## src/hdl/ffsa_ram.sv

```systemverilog
module ffsa_ram #(
    parameter int unsigned WIDTH = 8,
    parameter int unsigned DEPTH = 64
) (
    input  logic                     i_clk,
    input  logic                     i_we,
    input  logic [$clog2(DEPTH)-1:0] i_waddr,
    input  logic [WIDTH-1:0]         i_wdata,
    input  logic [$clog2(DEPTH)-1:0] i_raddr,
    output logic [WIDTH-1:0]         o_rdata
);

    logic [WIDTH-1:0] r_mem [DEPTH];
    logic [WIDTH-1:0] r_rdata;

    always_ff @(posedge i_clk) begin
        if (i_we) begin
            r_mem[i_waddr] <= i_wdata;
        end
        r_rdata <= r_mem[i_raddr];
    end

    assign o_rdata = r_rdata;

endmodule

```

## config.mk

```make
export PLATFORM = sky130hd
export DESIGN_NAME = ffsa_ram
export DESIGN_NICKNAME = d
export VERILOG_FILES = /design/src/hdl/ffsa_ram.sv
export SDC_FILE = /design/constraint.sdc
export NUM_CORES = 1
export LEC_CHECK = 0
export ABC_AREA = 1
export BUFFER_PORTS_ARGS = -buffer_cell sky130_fd_sc_hd__buf_2
export CAP_MARGIN = 30
export CORE_MARGIN = 5
export CORE_UTILIZATION = 30
export DETAILED_ROUTE_END_ITERATION = 16
export PLACE_DENSITY_LB_ADDON = 0.3
export REMOVE_ABC_BUFFERS = 1
export SYNTH_ARGS = -nofsm -noshare
export SYNTH_HDL_FRONTEND = slang
export SYNTH_SLANG_ARGS = --single-unit
```

## constraint.sdc

```tcl
create_clock -name i_clk -period 2.7 [get_ports i_clk]
set_clock_uncertainty 0.15 [all_clocks]
set_input_delay 0.81 -clock i_clk [delete_from_list [all_inputs] [get_ports i_clk]]
set_output_delay 0.81 -clock i_clk [all_outputs]
set_load 0.1 [all_outputs]
```

# After elaboration in Yosys (flattened, before gate mapping)
# Memories as Yosys holds them, arrays and structs flattened. A register that Yosys moved wholly into a read port is not among the register bits.
# Cells that the tools add are included.
[totals]
register_bits = 0
latch_bits = 0
ramBits = 512
romBits = 0
wordCells = 3
memories = 1
[memory_table]
columns = ["name", "depth", "width", "read_ports", "rd_ports_with_merged_regs", "wr", "line", "source"]
rows = [
  ["r_mem", 64, 8, 1, 1, 1, "13", "logic [WIDTH-1:0] r_mem [DEPTH];"],
]
[op_classes]
add_sub_neg = 0
n_mul = 0
n_div = 0
order_cmp = 0
n_eq_ne = 0
shifts = 0
muxes = 2
n_bitwise = 0
n_reduce_logical = 0
[op_table]
columns = ["operator", "n"]
rows = [
  ["two-way mux 1 bit", 2],
]

# Depth between registers and ports, before layout
# Gate-level depths: netlist of run 1.
[depth]
word_depth = 2
ltp_mapped = 12
mapped_depth_nobuf = 9

# Least setup slack after synthesis of run 1
# OpenSTA, ideal clock, no wires.
[synth_path]
kind = "input-to-reg"
startpoint = "in i_we"
endpoint = "mem r_mem[48][0] (enable)"
setup_ps = 395
arrival_ps = 2181
t_required_ps = 2155
path_slack_ps = -26
stages = 3
n_path_buf = 1
path_cell_list = "clkbuf_1 > nand4_1 > nor4_1"
[synth_between]
elab_chain_cells = 2
[synth_lines]
columns = ["item", "line", "source"]
rows = [
  ["from (decl)", "6", "input logic i_we,"],
  ["two-way mux 1 bit", "17", "if (i_we) begin"],
  ["two-way mux 1 bit (implied by the code)", "18", "r_mem[i_waddr] <= i_wdata;"],
  ["to (decl)", "13", ""],
]
# Every way passes these cells.

# Final worst setup path of run 1
[layout_path]
startpoint = "reg r_rdata[1], in the netlist o_rdata[1], read port of r_mem"
endpoint = "out o_rdata[1]"
[layout_rtl]
columns = ["item", "line", "source"]
rows = [
  ["from (decl)", "14", "logic [WIDTH-1:0] r_rdata;"],
  ["to (decl)", "10", "output logic [WIDTH-1:0] o_rdata"],
]
# No word-level cell between the ends.

==> impl_metrics.tcl, run 1 <==
set metrics [dict create \
    outcome "complete, no violations" \
    tightestPinTransition_ps 624 \
    grt_max_degree 65 \
    power.leakage_nw 8.99 \
    hold_viol 0 \
    cts_buffers 53 \
    via_count 14000 \
    crit_start "o_rdata[1]" \
    ys_ff_latch 520 \
    post_drt_wl_per_cell_um 20.1 \
    drv_slew 0 \
    multi_input_area_mm2 0.00495 \
    slew_headroom 0.584 \
    cts_tree "done" \
    cap_viol_max_count 0 \
    avgSynthCellArea_um2 11.8 \
    timing.critical_path.slowest_cell_delay_ps 520 \
    ys_warn_count 0 \
    dieArea_mm2 0.0766 \
    die_w_um 277 \
    grt_pass1_vias 13700 \
    crit_type "reg2out" \
    syn2layout_area_growth_pct 16.7 \
    hold_class "in2reg" \
    max_clock_freq_mhz 387 \
    cpLargestDelayFamily "flip-flops" \
    pin_count 30 \
    whs_ps 450 \
    layout_commonest_cell "nand2_1" \
    gp_congestion 0.822 \
    hp-start "i_raddr[5]" \
    post_cts_resized 0 \
    vdd_drop_max_v 0.000544 \
    io_buffers 29 \
    crit_required_ps 1740 \
    antenna_found_initial 0 \
    netlist_area_mm2 0.0213 \
    cts_sinks 520 \
    r2r_slack_ps 1160 \
    fin_crit_ps 2580 \
    fillers 6898 \
    cp.arrival_ps 1620 \
    ys_seq_area_frac 0.728 \
    rsz0062_at_grt "false" \
    crit_buf_inv 1 \
    yosysUniqueCellTypes 16 \
    finalSetupViolations 0 \
    power.density_mw_per_mm2 705 \
    layout_common_cells "nand2_1, edfxtp_1, nand3_1" \
    r2r-start "r_mem[55][3]" \
    cp-end-kind "output port" \
    firstDrtPassIters 5 \
    die_y_um 277 \
    drt-total-wl_mm 57.9 \
    antenna_cells 0 \
    drive_gt1_frac 0.119 \
    initial_core_util 0.304 \
    syn_inst 1805 \
    coreArea_mm2 0.0703 \
    root_buffer "clkbuf_16" \
    start_kind "flip-flop" \
    placementRows 97 \
    ant_nets 0 \
    cts_hold_buf 0 \
    seqCellArea_mm2 0.0155 \
    grt.total_usage 0.147 \
    grt-ovfl-total 0 \
    path_cells "buf_2" \
    finalNetCount 1925 \
    cts_buffer_depth 3 \
    vias_per_cell 4.85 \
    crit_slowest_cell "dfxtp_1" \
    dp_hpwl_mm 34.9 \
    grt_pass1_wl_mm 87.9 \
    period_share 0.957 \
    crit_fanout 1 \
    placed_area_mm2 0.0232 \
    clkTransAtPathRegs_ps 60 \
    post_cts_buffers 0 \
    clock_latency_ps 600 \
    drc 0 \
    design_area_mm2 0.0249 \
    drt_iter0_markers 1370 \
    htree_levels 2 \
]
[per-layer routing]
layer  track usage  wire length [µm]  vias to the layer above
li1              -                 -                     6547
met1         0.205             26000                     6955
met2         0.240             27200                      422
met3        0.0209              3330                       83
met4        0.0429              1340                        0
met5             0                 0                        -
[worst paths after layout]
| path | to | cells past startpoint |
|---|---|---|
| max | o_rdata[1] | 1 |
| min | o_rdata[6] | 3 |
| max reg2reg | o_rdata[3] | 8 |
| min reg2reg | o_rdata[0] | 8 |
[stage by stage]
stage / TNS (ps) / total power (W) / util / cells / setup WS (ps)
after CTS: 0 / 0.0177 / 0.354 / 2886 / 94.6
final: 0 / 0.0175 / 0.354 / 2886 / 116
after detailed placement: -3.24 / 0.0104 / 0.330 / 2788 / -3.24
after floorplan: -6150 / 0.00969 / - / 1692 / -777
after global placement: 0 / 0.0104 / 0.330 / 2788 / 10.0
after global routing: 0 / 0.0181 / 0.354 / 2886 / 99.6
[cells in the mapped netlist, drive strengths merged]
master,instances,area share
nand3,439,0.10
buf,98,0.035
nand4,9,0.0026
nor2,56,0.0099
inv,12,0.0023
nand2,648,0.11
nor4,8,0.0023
dfxtp,8,0.0075
clkbuf,15,0.0026
edfxtp,512,0.72
[power by group]
group / switching [W] / internal (W)
clock network: 0.00300 / 0.00432
logic: 0.000925 / 0.000328
registers: 0.0000372 / 0.00893
total: 0.00396 / 0.0136
[logic make-up (layout without fill, tap and decap cells)]
group / Yosys count / in the layout / synth area share
buffers and inverters: 125 / 266 / 0.0402
DFF: 520 / 520 / 0.728
and+or+nand+nor: 1160 / 1160 / 0.232
[layout make-up]
cell class / count / area share
timing repair buffer: 156 / 0.0586
sequential: 520 / 0.624
multi-input combinational: 1160 / 0.199
tap: 940 / 0.0472
clock inverter: 18 / 0.00869
inverter: 12 / 0.00221
clock buffer: 80 / 0.0607
[registers in the layout, indices dropped and copies added, names as in the netlist]
name	flops
r_mem	512
o_rdata	8
Note: power is estimated with default switching activity, not from simulation.
==> run 2: changes to the inputs <==
--- a/config.mk
+++ b/config.mk
@@ -9,7 +9,7 @@
 export BUFFER_PORTS_ARGS = -buffer_cell sky130_fd_sc_hd__buf_2
 export CAP_MARGIN = 30
 export CORE_MARGIN = 5
-export CORE_UTILIZATION = 30
+export CORE_UTILIZATION = 52
 export DETAILED_ROUTE_END_ITERATION = 16
 export PLACE_DENSITY_LB_ADDON = 0.3
 export REMOVE_ABC_BUFFERS = 1
==> run 2 against run 1 <==
Compared with the run above:
- sequential share of layout area is 1.9 points higher
- sequential power hardly changed
- non-clock buffer count is 9 lower
- wire length is 9.3% lower
- critical path type unchanged
- largest cell class unchanged
- largest power group unchanged
==> impl_metrics.tcl, run 2 (same netlist as run 1, synthesis figures left out) <==
set metrics [dict create \
    fin_util 0.593 \
    grt.total_usage 0.234 \
    dieArea_mm2 0.0452 \
    via_count 14100 \
    design_area_mm2 0.0242 \
    power.leakage_nw 8.86 \
    htree_levels 2 \
    grt_pass1_vias 13400 \
    timing.critical_path.slowest_cell_delay_ps 500 \
    pin_count 30 \
    cp-end-kind "output port" \
    finalSetupViolations 0 \
    crit_slowest_cell "buf_2" \
    power.density_mw_per_mm2 704 \
    crit_type "reg2out" \
    cts_sinks 520 \
    post_cts_buffers 0 \
    drive_gt1_frac 0.112 \
    die_y_um 213 \
    post_cts_resized 0 \
    initial_core_util 0.524 \
    layout_common_cells "nand2_1, edfxtp_1, nand3_1" \
    hold_viol 0 \
    cap_viol_max_count 0 \
    post_drt_wl_per_cell_um 21.3 \
    grt_pass1_wl_mm 80.6 \
    layout_commonest_cell "nand2_1" \
    cts_buffers 50 \
    cts_tree "done" \
    die_w_um 213 \
    cts_hold_buf 0 \
    max_clock_freq_mhz 397 \
    slew_headroom 0.449 \
    clock_latency_ps 590 \
    grt_max_degree 85 \
    grt-ovfl-total 0 \
    firstDrtPassIters 7 \
    finalNetCount 1913 \
    fillers 3238 \
    antenna_found_initial 2 \
    largest_register "r_mem" \
    cp.arrival_ps 1560 \
    rsz0062_at_grt "false" \
    cts_buffer_depth 3 \
    tightestPinTransition_ps 827 \
    ant_nets 0 \
    period_share 0.932 \
    gp_congestion 0.852 \
    hold_class "in2reg" \
    crit_required_ps 1740 \
    clkTransAtPathRegs_ps 60 \
    vias_per_cell 5.73 \
    path_cells "buf_2" \
    placed_area_mm2 0.0225 \
    coreArea_mm2 0.0407 \
    vdd_drop_max_v 0.000698 \
    drc 0 \
    placementRows 74 \
    drv_slew 0 \
    io_buffers 29 \
    root_buffer "clkbuf_16" \
    start_kind "flip-flop" \
    crit_fanout 1 \
    drt_iter0_markers 1507 \
    crit_buf_inv 1 \
    fin_crit_ps 2520 \
    outcome "complete, no violations" \
    dp_hpwl_mm 31.6 \
    drt-total-wl_mm 52.5 \
    largest_reg_flops 512 \
    syn2layout_area_growth_pct 13.2 \
    cpLargestDelayFamily "buffers and inverters" \
]
-- run 2: cell type report --
type	count	area [µm²]	area share
clock inverter	21	244	0.0101
antenna	2	5.00	0.000207
timing repair buffer	147	1360	0.0563
multi-input combinational	1160	4950	0.205
inverter	12	52.6	0.00217
sequential	520	15500	0.643
clock buffer	72	1350	0.0560
tap	532	666	0.0275
-- run 2: routing by layer --
metal  routed length (µm)  share of wire  track usage
met3                 4820          0.092       0.0475
met1                21100           0.40        0.329
met4                 1470          0.028       0.0722
met5                    0              0            0
met2                25200           0.48        0.376
-- run 2: worst paths after layout --
kind,from,cells after the start,end,slack (ps)
worst max-delay path,o_rdata[5],1,o_rdata[5],180
worst min-delay path,i_raddr[5],3,o_rdata[7],430
worst max register to register,r_mem[47][3],8,o_rdata[3],1130
worst min register to register,r_mem[20][5],8,o_rdata[5],670
-- run 2: stage by stage --
step	total power, W	setup TNS, ps	setup slack (ps)	hold WS, ps	cells
2_1_floorplan	0.00969	-6150	-777	571	1692
3_5_place_dp	0.0103	0	125	640	2370
3_3_place_gp	0.0103	0	126	653	2370
5_1_grt	0.0176	0	191	443	2465
6_report	0.0170	0	184	434	2466
4_1_cts	0.0171	0	150	392	2463
-- run 2: power by group --
part | internal [W] | switching (W) | leakage, nW
logic | 0.000316 | 0.000894 | 3.41
clock network | 0.00397 | 0.00285 | 0.774
registers | 0.00893 | 0.0000365 | 4.67
==> run 3: changes to the inputs <==
--- a/config.mk
+++ b/config.mk
@@ -11,6 +11,7 @@
 export CORE_MARGIN = 5
 export CORE_UTILIZATION = 52
 export DETAILED_ROUTE_END_ITERATION = 16
+export MAX_ROUTING_LAYER = met4
 export PLACE_DENSITY_LB_ADDON = 0.3
 export REMOVE_ABC_BUFFERS = 1
 export SYNTH_ARGS = -nofsm -noshare
==> run 3 against run 2 <==
Compared with the run above:
- global-route usage grew 0.35 points
- total power is essentially flat
- first-iteration DRC count grew 16%
- cell count grew 0.24%
- clock-buffer cell count shrank 6
- critical endpoint is now o_rdata[4]
==> impl_metrics.tcl, run 3 (same netlist as run 1, synthesis figures left out) <==
set metrics [dict create \
    outcome "complete, no violations" \
    initial_core_util 0.524 \
    post_cts_resized 0 \
    grt_pass1_wl_mm 79.8 \
    fillers 3275 \
    comb_power_share 0.070 \
    cpLargestDelayFamily "buffers and inverters" \
    htree_levels 2 \
    crit_slowest_cell "buf_2" \
    drt_iter0_markers 1751 \
    path_cells "buf_2" \
    cts_hold_buf 0 \
    vias_per_cell 5.68 \
    post_cts_buffers 0 \
    root_buffer "clkbuf_16" \
    cts_buffer_depth 3 \
    antenna_found_initial 5 \
    max_clock_freq_mhz 402 \
    crit_required_ps 1740 \
    cts_buffers 51 \
    drive_gt1_frac 0.112 \
    io_buffers 29 \
    crit_buf_inv 1 \
    p_int_w 0.0132 \
    placementRows 74 \
    cap_viol_max_count 0 \
    clock_latency_ps 600 \
    vdd_drop_max_v 0.000608 \
    fin_crit_ps 2490 \
    hold_viol 0 \
    crit_fanout 1 \
    pre_cts_slack_ps 120 \
    multi_input_area_mm2 0.00495 \
    gp_congestion 0.902 \
    die_w_um 213 \
    worst_slack_ps 212 \
    grt_max_degree 77 \
    dp_hpwl_mm 30.6 \
    largest_reg_flops 512 \
    drc 0 \
    firstDrtPassIters 9 \
    via_count 14000 \
    cp-end-kind "output port" \
    place_inst 2372 \
    p_switching_w 0.00385 \
    stdcell_count 2472 \
    seqPwrFrac 0.527 \
    layout_commonest_cell "nand2_1" \
    largest_register "r_mem" \
    finalNetCount 1915 \
    clockPowerShare 0.403 \
    seqCellArea_mm2 0.0155 \
    hold_class "in2reg" \
    power.leakage_nw 8.84 \
    grt-ovfl-total 0 \
    ant_nets 0 \
    tightestPinTransition_ps 799 \
    rsz0062_at_grt "false" \
    pin_count 30 \
    switching_share 0.226 \
    grt.total_usage 0.238 \
    period_share 0.921 \
    start_kind "flip-flop" \
    cts_sinks 520 \
    crit_type "reg2out" \
    syn2layout_area_growth_pct 13.0 \
    layout_common_cells "nand2_1, edfxtp_1, nand3_1" \
    power.density_mw_per_mm2 705 \
    dieArea_mm2 0.0452 \
    clkTransAtPathRegs_ps 60 \
    cts_tree "done" \
    cp.arrival_ps 1530 \
    slew_headroom 0.467 \
    finalSetupViolations 0 \
    drt-total-wl_mm 51.7 \
    grt_pass1_vias 13500 \
    timing.critical_path.slowest_cell_delay_ps 480 \
    die_y_um 213 \
    drv_slew 0 \
    post_drt_wl_per_cell_um 20.9 \
    coreArea_mm2 0.0407 \
]
==> run 3: final timing paths <==
check,from,endpoint,slack (ps),cells after the start
min reg2reg,r_mem[36][3],o_rdata[3],680,8
min,i_raddr[5],o_rdata[3],430,3
max,o_rdata[4],o_rdata[4],210,1
max reg2reg,r_mem[14][7],o_rdata[7],1230,8
==> run 3: tightest hold or removal path: cells and delay by family <==
family	cells	cell delay [ps]
simple gates	2	140
buf+inv	1	170
==> run 3: cell type report <==
| class | count | share of cell area |
|---|---|---|
| repair buffers | 148 | 0.0541 |
| diodes | 5 | 0.000519 |
| flip-flops and latches | 520 | 0.644 |
| inverters | 12 | 0.00218 |
| multi-input cells | 1160 | 0.205 |
| well taps | 532 | 0.0276 |
| clock inverters | 29 | 0.0102 |
| clock buffers | 66 | 0.0561 |
==> run 3: metal layers <==
metal / routed length, µm / GRT usage
met4: 1200 / 0.0631
met5: 0 / -
met2: 24600 / 0.363
met3: 4660 / 0.0469
met1: 21300 / 0.334
==> run 3: through the flow <==
step / setup TNS (ps) / hold WS [ps] / utilization / cell area, µm² / total power [W]
5_1_grt: 0 / 408 / 0.592 / 24100 / 0.0176
4_1_cts: 0 / 396 / 0.592 / 24100 / 0.0171
6_report: 0 / 427 / 0.592 / 24100 / 0.0170
3_5_place_dp: 0 / 665 / 0.552 / 22500 / 0.0103
3_3_place_gp: 0 / 643 / 0.552 / 22500 / 0.0103
2_1_floorplan: -6150 / 571 / - / 20500 / 0.00969
==> run 3: power by group through the flow <==
stage	clock, W	sequential [W]	combinational (W)
after detailed placement	0	0.00914	0.00119
after global placement	0	0.00913	0.00117
after global routing	0.00731	0.00896	0.00130
after floorplan	0	0.00924	0.000451
after CTS	0.00695	0.00896	0.00119
final	0.00685	0.00897	0.00119
