$ cat src/hdl/ffsa_pkg.sv
package ffsa_pkg;

    localparam int unsigned STATUS_W = 3;
    localparam int unsigned ADDR_W   = 32;
    localparam int unsigned STRIDE_W = 14;
    localparam int unsigned UNITS_W  = 21;
    localparam int unsigned START_W  = 20;
    localparam int unsigned CFG_W    = 32;
    localparam int unsigned CFG_IDX_W = 1;
    localparam logic [UNITS_W-1:0] POOL_MAX_UNITS = 21'd1048576;
    localparam int unsigned PALETTE_BYTES = 256 * 4;
    localparam logic [7:0] BPP_PALETTE = 8'd8;
    localparam logic [7:0] BPP_TRUE    = 8'd32;

    localparam logic [CFG_IDX_W-1:0] CFG_POOL_UNITS = 1'd0;
    localparam logic [CFG_IDX_W-1:0] CFG_PHYS_BASE  = 1'd1;

    localparam logic [STATUS_W-1:0] ST_OK       = 3'd0;
    localparam logic [STATUS_W-1:0] ST_ZERO     = 3'd1;
    localparam logic [STATUS_W-1:0] ST_DEPTH    = 3'd2;
    localparam logic [STATUS_W-1:0] ST_NO_SPACE = 3'd3;
    localparam logic [STATUS_W-1:0] ST_FULL     = 3'd4;

    typedef struct packed {
        logic        req_type;
        logic [15:0] owner_tag;
        logic [12:0] line_stride_bytes;
        logic [11:0] line_count;
        logic [7:0]  bits_per_pixel;
    } t_req;

    typedef struct packed {
        logic [STATUS_W-1:0] status;
        logic [ADDR_W-1:0]   surf_addr;
        logic [STRIDE_W-1:0] aligned_stride;
    } t_rsp;

endpackage

$ cat src/hdl/ffsa_size.sv
module ffsa_size
    import ffsa_pkg::*;
#(
    parameter int unsigned ALIGN_SHIFT = 6
) (
    input  logic                i_clk,
    input  t_req                i_req,
    output logic [STRIDE_W-1:0] o_stride,
    output logic [UNITS_W:0]    o_need,
    output logic                o_zero,
    output logic                o_bad_depth
);

    localparam int unsigned BYTES_W = 40;
    localparam logic [BYTES_W-1:0] UNIT_MASK = BYTES_W'((64'd1 << ALIGN_SHIFT) - 64'd1);

    logic [BYTES_W-1:0] stride_w;
    logic [BYTES_W-1:0] r_stride;
    logic [11:0]        r_lines;
    logic [7:0]         r_bpp;
    logic [BYTES_W-1:0] size;
    logic [BYTES_W-1:0] need_bytes;

    assign stride_w = (BYTES_W'(i_req.line_stride_bytes) + UNIT_MASK) & ~UNIT_MASK;

    always_ff @(posedge i_clk) begin
        r_stride <= stride_w;
        r_lines  <= i_req.line_count;
        r_bpp    <= i_req.bits_per_pixel;
    end

    always_comb begin
        size = BYTES_W'(r_stride[26:0] * r_lines);
        need_bytes = size + ((r_bpp == BPP_PALETTE) ? BYTES_W'(PALETTE_BYTES) : '0);
        need_bytes = (need_bytes + UNIT_MASK) >> ALIGN_SHIFT;
    end

    assign o_stride    = STRIDE_W'(r_stride);
    assign o_need      = (need_bytes > BYTES_W'(2 ** UNITS_W)) ? (UNITS_W+1)'(2 ** UNITS_W)
                                                             : (UNITS_W+1)'(need_bytes);
    assign o_zero      = (size == '0);
    assign o_bad_depth = (r_bpp != BPP_PALETTE) && (r_bpp != BPP_TRUE);

endmodule

$ cat config.mk
export PLATFORM = sky130hd
export DESIGN_NAME = ffsa_size
export DESIGN_NICKNAME = d
export VERILOG_FILES = /design/src/hdl/ffsa_pkg.sv /design/src/hdl/ffsa_size.sv
export SDC_FILE = /design/constraint.sdc
export NUM_CORES = 1
export LEC_CHECK = 0
export BUFFER_PORTS_ARGS = -buffer_cell sky130_fd_sc_hd__buf_2
export CORE_ASPECT_RATIO = 1.75
export CORE_MARGIN = 2
export CORE_UTILIZATION = 45
export DETAILED_ROUTE_END_ITERATION = 10
export PLACE_DENSITY = 0.72
export SETUP_SLACK_MARGIN = 0.4
export SYNTH_ARGS = -nofsm -noshare
export SYNTH_HDL_FRONTEND = slang
export SYNTH_SLANG_ARGS = --single-unit
export TNS_END_PERCENT = 5
$ cat constraint.sdc
create_clock -name i_clk -period 7 [get_ports i_clk]
set_clock_uncertainty 0.2 [all_clocks]
set_input_delay 1.4 -clock i_clk [delete_from_list [all_inputs] [get_ports i_clk]]
set_output_delay 1.4 -clock i_clk [all_outputs]
set_load 0.03 [all_outputs]
## Word level (Yosys, flattened, before mapping)

Index checks and enable logic that the tools add are counted.

| cells by class | value |
|---|---|
| order comparisons | 1 |
| equality and inequality tests | 3 |
| multiply operators | 1 |
| add/subtract/negate cells | 3 |
| muxes and demuxes | 2 |
| reductions and logical operators | 2 |

Operators by type and width:

| operator | count |
|---|---|
| 39-bit by 11-bit adder with 40-bit output | 1 |
| 40-bit by 6-bit adder with 40-bit output, second input constant | 1 |
| 40-bit logical NOT | 1 |
| 34-bit by 22-bit > comparator with 1-bit output, second input constant | 1 |
| 22-bit two-way mux | 1 |
| 8-bit by 12-bit multiplier with 20-bit output | 1 |
| 13-bit by 6-bit adder with 14-bit output, second input constant | 1 |
| 11-bit two-way mux | 1 |
| 8-bit by 4-bit equality test with 1-bit output, second input constant | 1 |
| 8-bit by 4-bit != test with 1-bit output, second input constant | 1 |
| 8-bit by 6-bit != test with 1-bit output, second input constant | 1 |
| 1-bit logical AND | 1 |

| storage, ports and cells | value |
|---|---|
| register bits | 28 |
| logic and storage cells | 15 |
| output and inout port bits | 38 |
| input bits | 51 |

## Longest topological paths before layout

Gate-level depths: netlist of the first run.

| logic depth | value |
|---|---|
| depth in word-level cells | 6 |
| gate-level depth with buffers | 20 |
| mapped depth without buffers | 18 |

## Least setup slack after synthesis of the first run

OpenSTA, ideal clock, no wires.

| path | value |
|---|---|
| path type | reg2out |
| from | register r_stride[12] |
| to | output port o_need[18] |
| arrival | 5566 ps |
| cell stages (with the launch flop) | 18 |
| setup slack | -166 ps |
| buffers on the path | 2 |
| path through | dfxtp_1 > clkbuf_1 > and2_1 > fa_1 > fa_1 > fa_1 > inv_1 > fa_1 > inv_1 > ha_1 > buf_2 > a21o_1 > o31a_2 > o31ai_2 > xor2_1 > nor4_2 > nand3_1 > xnor2_1 |

| on the way | value |
|---|---|
| longest elaborated chain between the ends | 5 |

RTL lines:

| item | RTL line | text |
|---|---|---|
| start, declared | ffsa_size.sv:18 | `logic [BYTES_W-1:0] r_stride;` |
| start signal, assigned | ffsa_size.sv:27 | `r_stride <= stride_w;` |
| 8-bit by 12-bit multiplier with 20-bit output * | ffsa_size.sv:33 | `size = BYTES_W'(r_stride[26:0] * r_lines);` |
| 39-bit by 11-bit adder with 40-bit output * | ffsa_size.sv:34 | `need_bytes = size + ((r_bpp == BPP_PALETTE) ? BYTES_W'(PALETTE_BYTES) : '0);` |
| 40-bit by 6-bit adder with 40-bit output * | ffsa_size.sv:35 | `need_bytes = (need_bytes + UNIT_MASK) >> ALIGN_SHIFT;` |
| 34-bit by 22-bit > comparator with 1-bit output | ffsa_size.sv:39 | `assign o_need = (need_bytes > BYTES_W'(2 ** UNITS_W)) ? (UNITS_W+1)'(2 ** UNITS_W)` |
| 22-bit two-way mux * | ffsa_size.sv:39 |  |
| end, declared | ffsa_size.sv:9 | `output logic [UNITS_W:0] o_need,` |

Mark *: on every way between the ends. The rest lies on a longest branch, timed or not.

## Worst setup path after layout of the first run

| path | value |
|---|---|
| from | register r_lines[5] |
| to | output port o_need[16] |

| on the way | value |
|---|---|
| longest elaborated chain between the ends | 5 |

RTL lines:

| item | RTL line | text |
|---|---|---|
| start, declared | ffsa_size.sv:19 | `logic [11:0] r_lines;` |
| start signal, assigned | ffsa_size.sv:28 | `r_lines <= i_req.line_count;` |
| 8-bit by 12-bit multiplier with 20-bit output * | ffsa_size.sv:33 |  |
| 39-bit by 11-bit adder with 40-bit output * | ffsa_size.sv:34 |  |
| 40-bit by 6-bit adder with 40-bit output * | ffsa_size.sv:35 |  |
| 34-bit by 22-bit > comparator with 1-bit output | ffsa_size.sv:39 |  |
| 22-bit two-way mux * | ffsa_size.sv:39 |  |

Marks and branches as above.

==> results of run 1 <==
-- worst paths after layout --
path,startpoint,depth (start not counted),to,slack (ns)
setup / recovery,r_lines[5],19,o_need[16],0.23
hold / removal,i_req[6],1,r_bpp[6],1.03
-- report_power, final --
part	internal, mW	switching (mW)
registers	0.168	0.0163
clock network	0.0994	0.0524
logic	0.941	1.34
total	1.21	1.41
-- metrics by stage --
stage | cell area, um^2 | hold slack (ns) | setup slack, ns
6_report | 5490 | 1.03 | 0.228
5_1_grt | 5490 | 1.02 | 0.0620
4_1_cts | 5450 | 1.03 | 0.263
3_5_place_dp | 4910 | 1.30 | 0.0574
3_3_place_gp | 4910 | 1.30 | 0.162
2_1_floorplan | 4540 | 1.23 | 0.325
-- area by class of cell --
cell class | count | area (um^2) | area share (%)
multi-input combinational | 368 | 3700 | 67.5
timing repair buffer | 100 | 633 | 11.5
sequential | 28 | 604 | 11.0
inverter | 79 | 297 | 5.40
tap | 122 | 153 | 2.78
clock buffer | 4 | 100 | 1.82
-- per-layer routing --
metal,vias to the layer above,track usage [%],wire (um)
li1,1696,-,-
met1,1686,19.1,3280
met2,71,38.4,5290
met3,37,1.15,250
met4,0,10.4,484
met5,-,0,0
-- synthesized netlist by cell type (2+ instances only) --
master | instances | area share (%)
o21ai_1 | 3 | 0.35
clkbuf_1 | 10 | 0.87
nor4_1 | 3 | 0.44
o21bai_1 | 3 | 0.52
nand4_1 | 5 | 0.73
o211ai_1 | 2 | 0.35
nand2_1 | 42 | 3.7
nor2b_1 | 2 | 0.29
a31oi_1 | 3 | 0.44
buf_4 | 7 | 1.2
fa_1 | 60 | 28
nor3_1 | 2 | 0.23
nor3b_1 | 2 | 0.35
ha_1 | 42 | 12
o21ai_0 | 7 | 0.82
inv_1 | 79 | 6.9
xnor2_1 | 25 | 5.1
and3_1 | 3 | 0.44
a21o_1 | 3 | 0.52
dfxtp_1 | 28 | 13
o31a_2 | 2 | 0.47
nand2b_1 | 3 | 0.44
xor2_1 | 15 | 3.1
nand3_1 | 9 | 1.0
a21oi_1 | 13 | 1.5
or4_1 | 2 | 0.35
o21a_1 | 2 | 0.35
nor2_1 | 22 | 1.9
and2_1 | 69 | 10
-- sequential cells by signal (all words and copies together) (netlist names) --
signal and count:
r_lines 12, r_bpp 8, r_stride 8
-- cells by family after synthesis --
kind of cell    after synthesis
fa+ha+maj                   102
flops                        28
xor+xnor                     41
other cells                   1
compound gates               45
buf+inv                      97
simple gates                173
-- what timing repair did --
item | 4_1_cts | 5_1_grt
pin swaps | 34 | 3
gates cloned | 0 | 0
buffers inserted | 29 | 2
gates resized for setup | 55 | 5
endpoints found under the setup margin | 11 | 11
==> impl_metrics.tcl, run 1 <==
set metrics [dict create \
    synthAdderAreaFrac_pct 40.2 \
    synth_area_um2 4300 \
    clock_sinks 28 \
    synth-xor-area-share_pct 8.53 \
    areaGrowthSynthToFinish_pct 27.8 \
    p_per_area_nw_per_um2 477 \
    path_buf_inv 5 \
    cp_max_fo 8 \
    cts_tree "built" \
    arrival_ns 5.17 \
    layoutNonFillerInstCount 701 \
    ant_nets 0 \
    cp_cell_sequence "nand2_1 -> fa_1 -> fa_1 -> inv_1 -> fa_1 -> inv_1 -> fa_1 -> inv_1 -> ha_4 -> o211ai_2 -> a21oi_2 -> nor2_1 -> xnor2_1 -> nor4_1 -> buf_4 -> and4_1 -> nand3b_1 -> xor2_2 -> buf_4" \
    crit_path_max_incr_delay_ns 0.54 \
    synth_cell_types 48 \
    rows 47 \
    start_util_pct 46.0 \
    place.detailed.hpwl_mm 7.66 \
    ios 89 \
    status "completed" \
    crit_type "reg -> out" \
    globalplace.congestion 0.840 \
    synth-simple-area-share_pct 22.2 \
    cts_root_buf "clkbuf_16" \
    nets 733 \
    numPortBuffers 64 \
    syn_inst 487 \
    dp_cells 666 \
    muxShareOfSynthArea_pct 0 \
    dieHeight_um 133 \
    synth_top_family_by_area "adder cells" \
    worst_setup_path_end_kind "output pin" \
    core_um2 9350 \
    design.die.area_um2 10400 \
    yosysWarnings 0 \
    ys.flop_type "dfxtp_1" \
    slew_violations 0 \
    crit_path_top_delay_cell "fa_1" \
    synth_edf_count 0 \
    syn_avg_cell_area_um2 8.82 \
    cts_hold_buf 0 \
    post_drt_wl_per_cell_um 13.3 \
    finalCriticalPeriod_ns 6.77 \
    fill_cells 821 \
    final_common_cell "inv_1" \
    setup_viol 0 \
    fmax_ghz 0.148 \
    cp_common_cell "fa_1" \
    tns_ns 0 \
    start_kind "flop" \
    dr_total_vias 3490 \
    grt_remaining_overflow 0 \
    drtIter0Drc 79 \
    antenna_found_initial 0 \
    fp.dieW_um 77.9 \
    rsz0062_at_grt "true" \
    cts_buffers 3 \
    layout-drive-gt1-share_pct 29.4 \
    total_power_mw 2.62 \
    final_hold_viol_count 0 \
    wirelength_mm 9.31 \
    synth-compound-area-share_pct 6.84 \
    vdd_drop_max_v 0.000524 \
    crit_required_ns 5.40 \
    grt_use_total_pct 19.3 \
    ys_seq_elements 28 \
    hold_class "in -> reg" \
    drv_cap 0 \
    insertedDiodeCount 0 \
    cts_max_path_buffers 2 \
    clkTransAtPathRegs_ns 0.06 \
    crit_family "adder cells" \
    async_reset_ff_share_pct 0 \
    dr.pass1.iters 4 \
    grt_max_degree 17 \
    p_leak_nw 2.64 \
    via_per_inst 4.98 \
    drc 0 \
    post-route-util_pct 58.7 \
    cts_htree_levels 1 \
    grt_pass1_wl_mm 16.4 \
    finalCritPeriodShare_pct 96.7 \
    grt_pass1_vias 3883 \
    final_cell_mix "inv_1, and2_1, buf_2" \
    ys_seq_area_share_pct 13.0 \
]
(Power assumes the default switching activity.)
==> run 2, diff against run 1 <==
==> constraint.sdc (replaced) <==
create_clock -name i_clk -period 7 [get_ports i_clk]
set_clock_uncertainty 0.2 [all_clocks]
set_input_delay 1.4 -clock i_clk [delete_from_list [all_inputs] [get_ports i_clk]]
set_output_delay 1.4 -clock i_clk [all_outputs]
set_load 0.01 [all_outputs]
==> impl_metrics.tcl, run 2 (synthesis gave the netlist of run 1 again) <==
set metrics [dict create \
    via_per_inst 4.99 \
    tns_ns 0 \
    cts_buffers 3 \
    largest_register "r_lines" \
    status "completed" \
    crit_required_ns 5.40 \
    seqPwrFrac_pct 7.4 \
    slew_violations 0 \
    grt_pass1_wl_mm 15.5 \
    fmax_ghz 0.150 \
    design.die.area_um2 10400 \
    rsz0062_at_grt "true" \
    ant_nets 0 \
    crit_path_end "o_need[19]" \
    dr_total_vias 3495 \
    dr.pass1.iters 4 \
    hold_class "in -> reg" \
    setup_viol 0 \
    final_cell_mix "inv_1, and2_1, buf_2" \
    finalCriticalPeriod_ns 6.66 \
    core_um2 9350 \
    crit_type "reg -> out" \
    p_sw_share_pct 48.0 \
    numPortBuffers 64 \
    post_drt_wl_per_cell_um 13.5 \
    wirelength_mm 9.49 \
    cp_max_fo 6 \
    cts_tree "built" \
    fill_cells 791 \
    arrival_ns 5.06 \
    worst_setup_path_end_kind "output pin" \
    layout-drive-gt1-share_pct 29.4 \
    ios 89 \
    regArea_um2 614 \
    clock_sinks 28 \
    drv_cap 0 \
    p_comb_share_pct 86.1 \
    final_common_cell "inv_1" \
    start_kind "flop" \
    place.detailed.hpwl_mm 7.54 \
    clkPwrFrac_pct 6.5 \
    intPower_mw 1.29 \
    reg_top3 "r_lines: 12 flops, r_bpp: 8 flops, r_stride: 8 flops" \
    final_hold_viol_count 0 \
    cts_max_path_buffers 2 \
    drtIter0Drc 92 \
    fp.dieW_um 77.9 \
    cts_htree_levels 1 \
    dieHeight_um 133 \
    total_power_mw 2.48 \
    p_per_area_nw_per_um2 458 \
    p_leak_nw 2.61 \
    nets 733 \
    antenna_found_initial 0 \
    place_ws_ns 0.123 \
    cts_root_buf "clkbuf_16" \
    vdd_drop_max_v 0.000374 \
    grt_pass1_vias 3727 \
    grt_max_degree 17 \
    insertedDiodeCount 0 \
    start_util_pct 46.0 \
    rows 47 \
    finalCritPeriodShare_pct 95.2 \
    cts_hold_buf 0 \
    largest_reg_flops 12 \
    worst_slack_ns 0.339 \
    p_sw_mw 1.19 \
    areaGrowthSynthToFinish_pct 26.2 \
    grt_remaining_overflow 0 \
    setup.worst_path.start "r_stride[10]" \
    grt_use_total_pct 17.8 \
    drc 0 \
    clkTransAtPathRegs_ns 0.06 \
    multi_input_area_um2 3650 \
    globalplace.congestion 0.822 \
]
-- run 2: changes by cell type in the layout (fill, tap and decap cells not counted), moves of 3 or more --
cell / previous run / this run
buf_2: 60 / 64
dfxtp_2: 5 / 1
dfxtp_4: 10 / 14
xnor2_4: 4 / 0
buf_4: 35 / 32
ha_4: 7 / 10
-- run 2: how the worst min path moves through the flow --
stage | start | to | cells past startpoint | slack (ns)
after floorplan | i_req[0] | r_bpp[0] | 0 | 1.23
after global placement | i_req[4] | r_bpp[4] | 1 | 1.30
after detailed placement | i_req[2] | r_bpp[2] | 1 | 1.30
after CTS | i_req[0] | r_bpp[0] | 1 | 1.04
after global routing | i_req[4] | r_bpp[4] | 1 | 1.03
final | i_req[2] | r_bpp[2] | 1 | 1.04
-- run 2: cell type report --
cell class                      count  area share [%]
Multi-Input combinational cell    368            67.3
Timing Repair Buffer              100            11.2
Inverter                           79            5.47
Tap cell                          122            2.81
Clock inverter                      1           0.554
Sequential cell                    28            11.3
Clock buffer                        3            1.38
-- run 2: repair_timing --
action / 4_1_cts / 5_1_grt
setup endpoints to repair: 11 / 10
buffers inserted: 23 / 8
resized for setup: 62 / 23
pin swaps: 30 / 19
-- run 2: per-layer routing --
metal  up-vias  global-route usage, %  share of wire, %
met5         -                      0                 0
met4         0                   5.85               2.2
met3        21                  0.949               2.4
met2        79                   35.5                59
met1      1698                   19.3                37
li1       1697                      -                 -
-- run 2: metrics by stage --
stage / area, um^2 / utilization (%) / instances / hold WS [ns]
CTS: 5240 / 56.1 / 693 / 1.04
finish: 5420 / 58.0 / 701 / 1.04
floorplan: 4330 / - / 493 / 1.23
global route: 5420 / 58.0 / 701 / 1.03
global placement: 4740 / 50.7 / 666 / 1.30
detailed placement: 4740 / 50.7 / 666 / 1.30
-- run 2: critical path, cell delays in order (launching register included) --
cell and delay [ns]:
dfxtp_4 0.37, buf_6 0.12, and2_1 0.14, fa_2 0.34
fa_1 0.49, inv_1 0.05, fa_1 0.48, fa_1 0.54
inv_1 0.06, ha_4 0.24, o211ai_2 0.20, a21oi_4 0.08
or2_1 0.24, or4_1 0.48, and3_4 0.20, nor4_4 0.23
buf_4 0.17, nand4_2 0.08, xnor2_1 0.16, buf_2 0.15
-- run 2: power by group through the flow --
stage | combinational, mW | sequential, mW | clock [mW]
2_1_floorplan | 1.23 | 0.181 | 0
3_3_place_gp | 1.58 | 0.192 | 0
3_5_place_dp | 1.63 | 0.193 | 0
4_1_cts | 1.90 | 0.184 | 0.165
5_1_grt | 2.34 | 0.186 | 0.171
6_report | 2.14 | 0.184 | 0.162
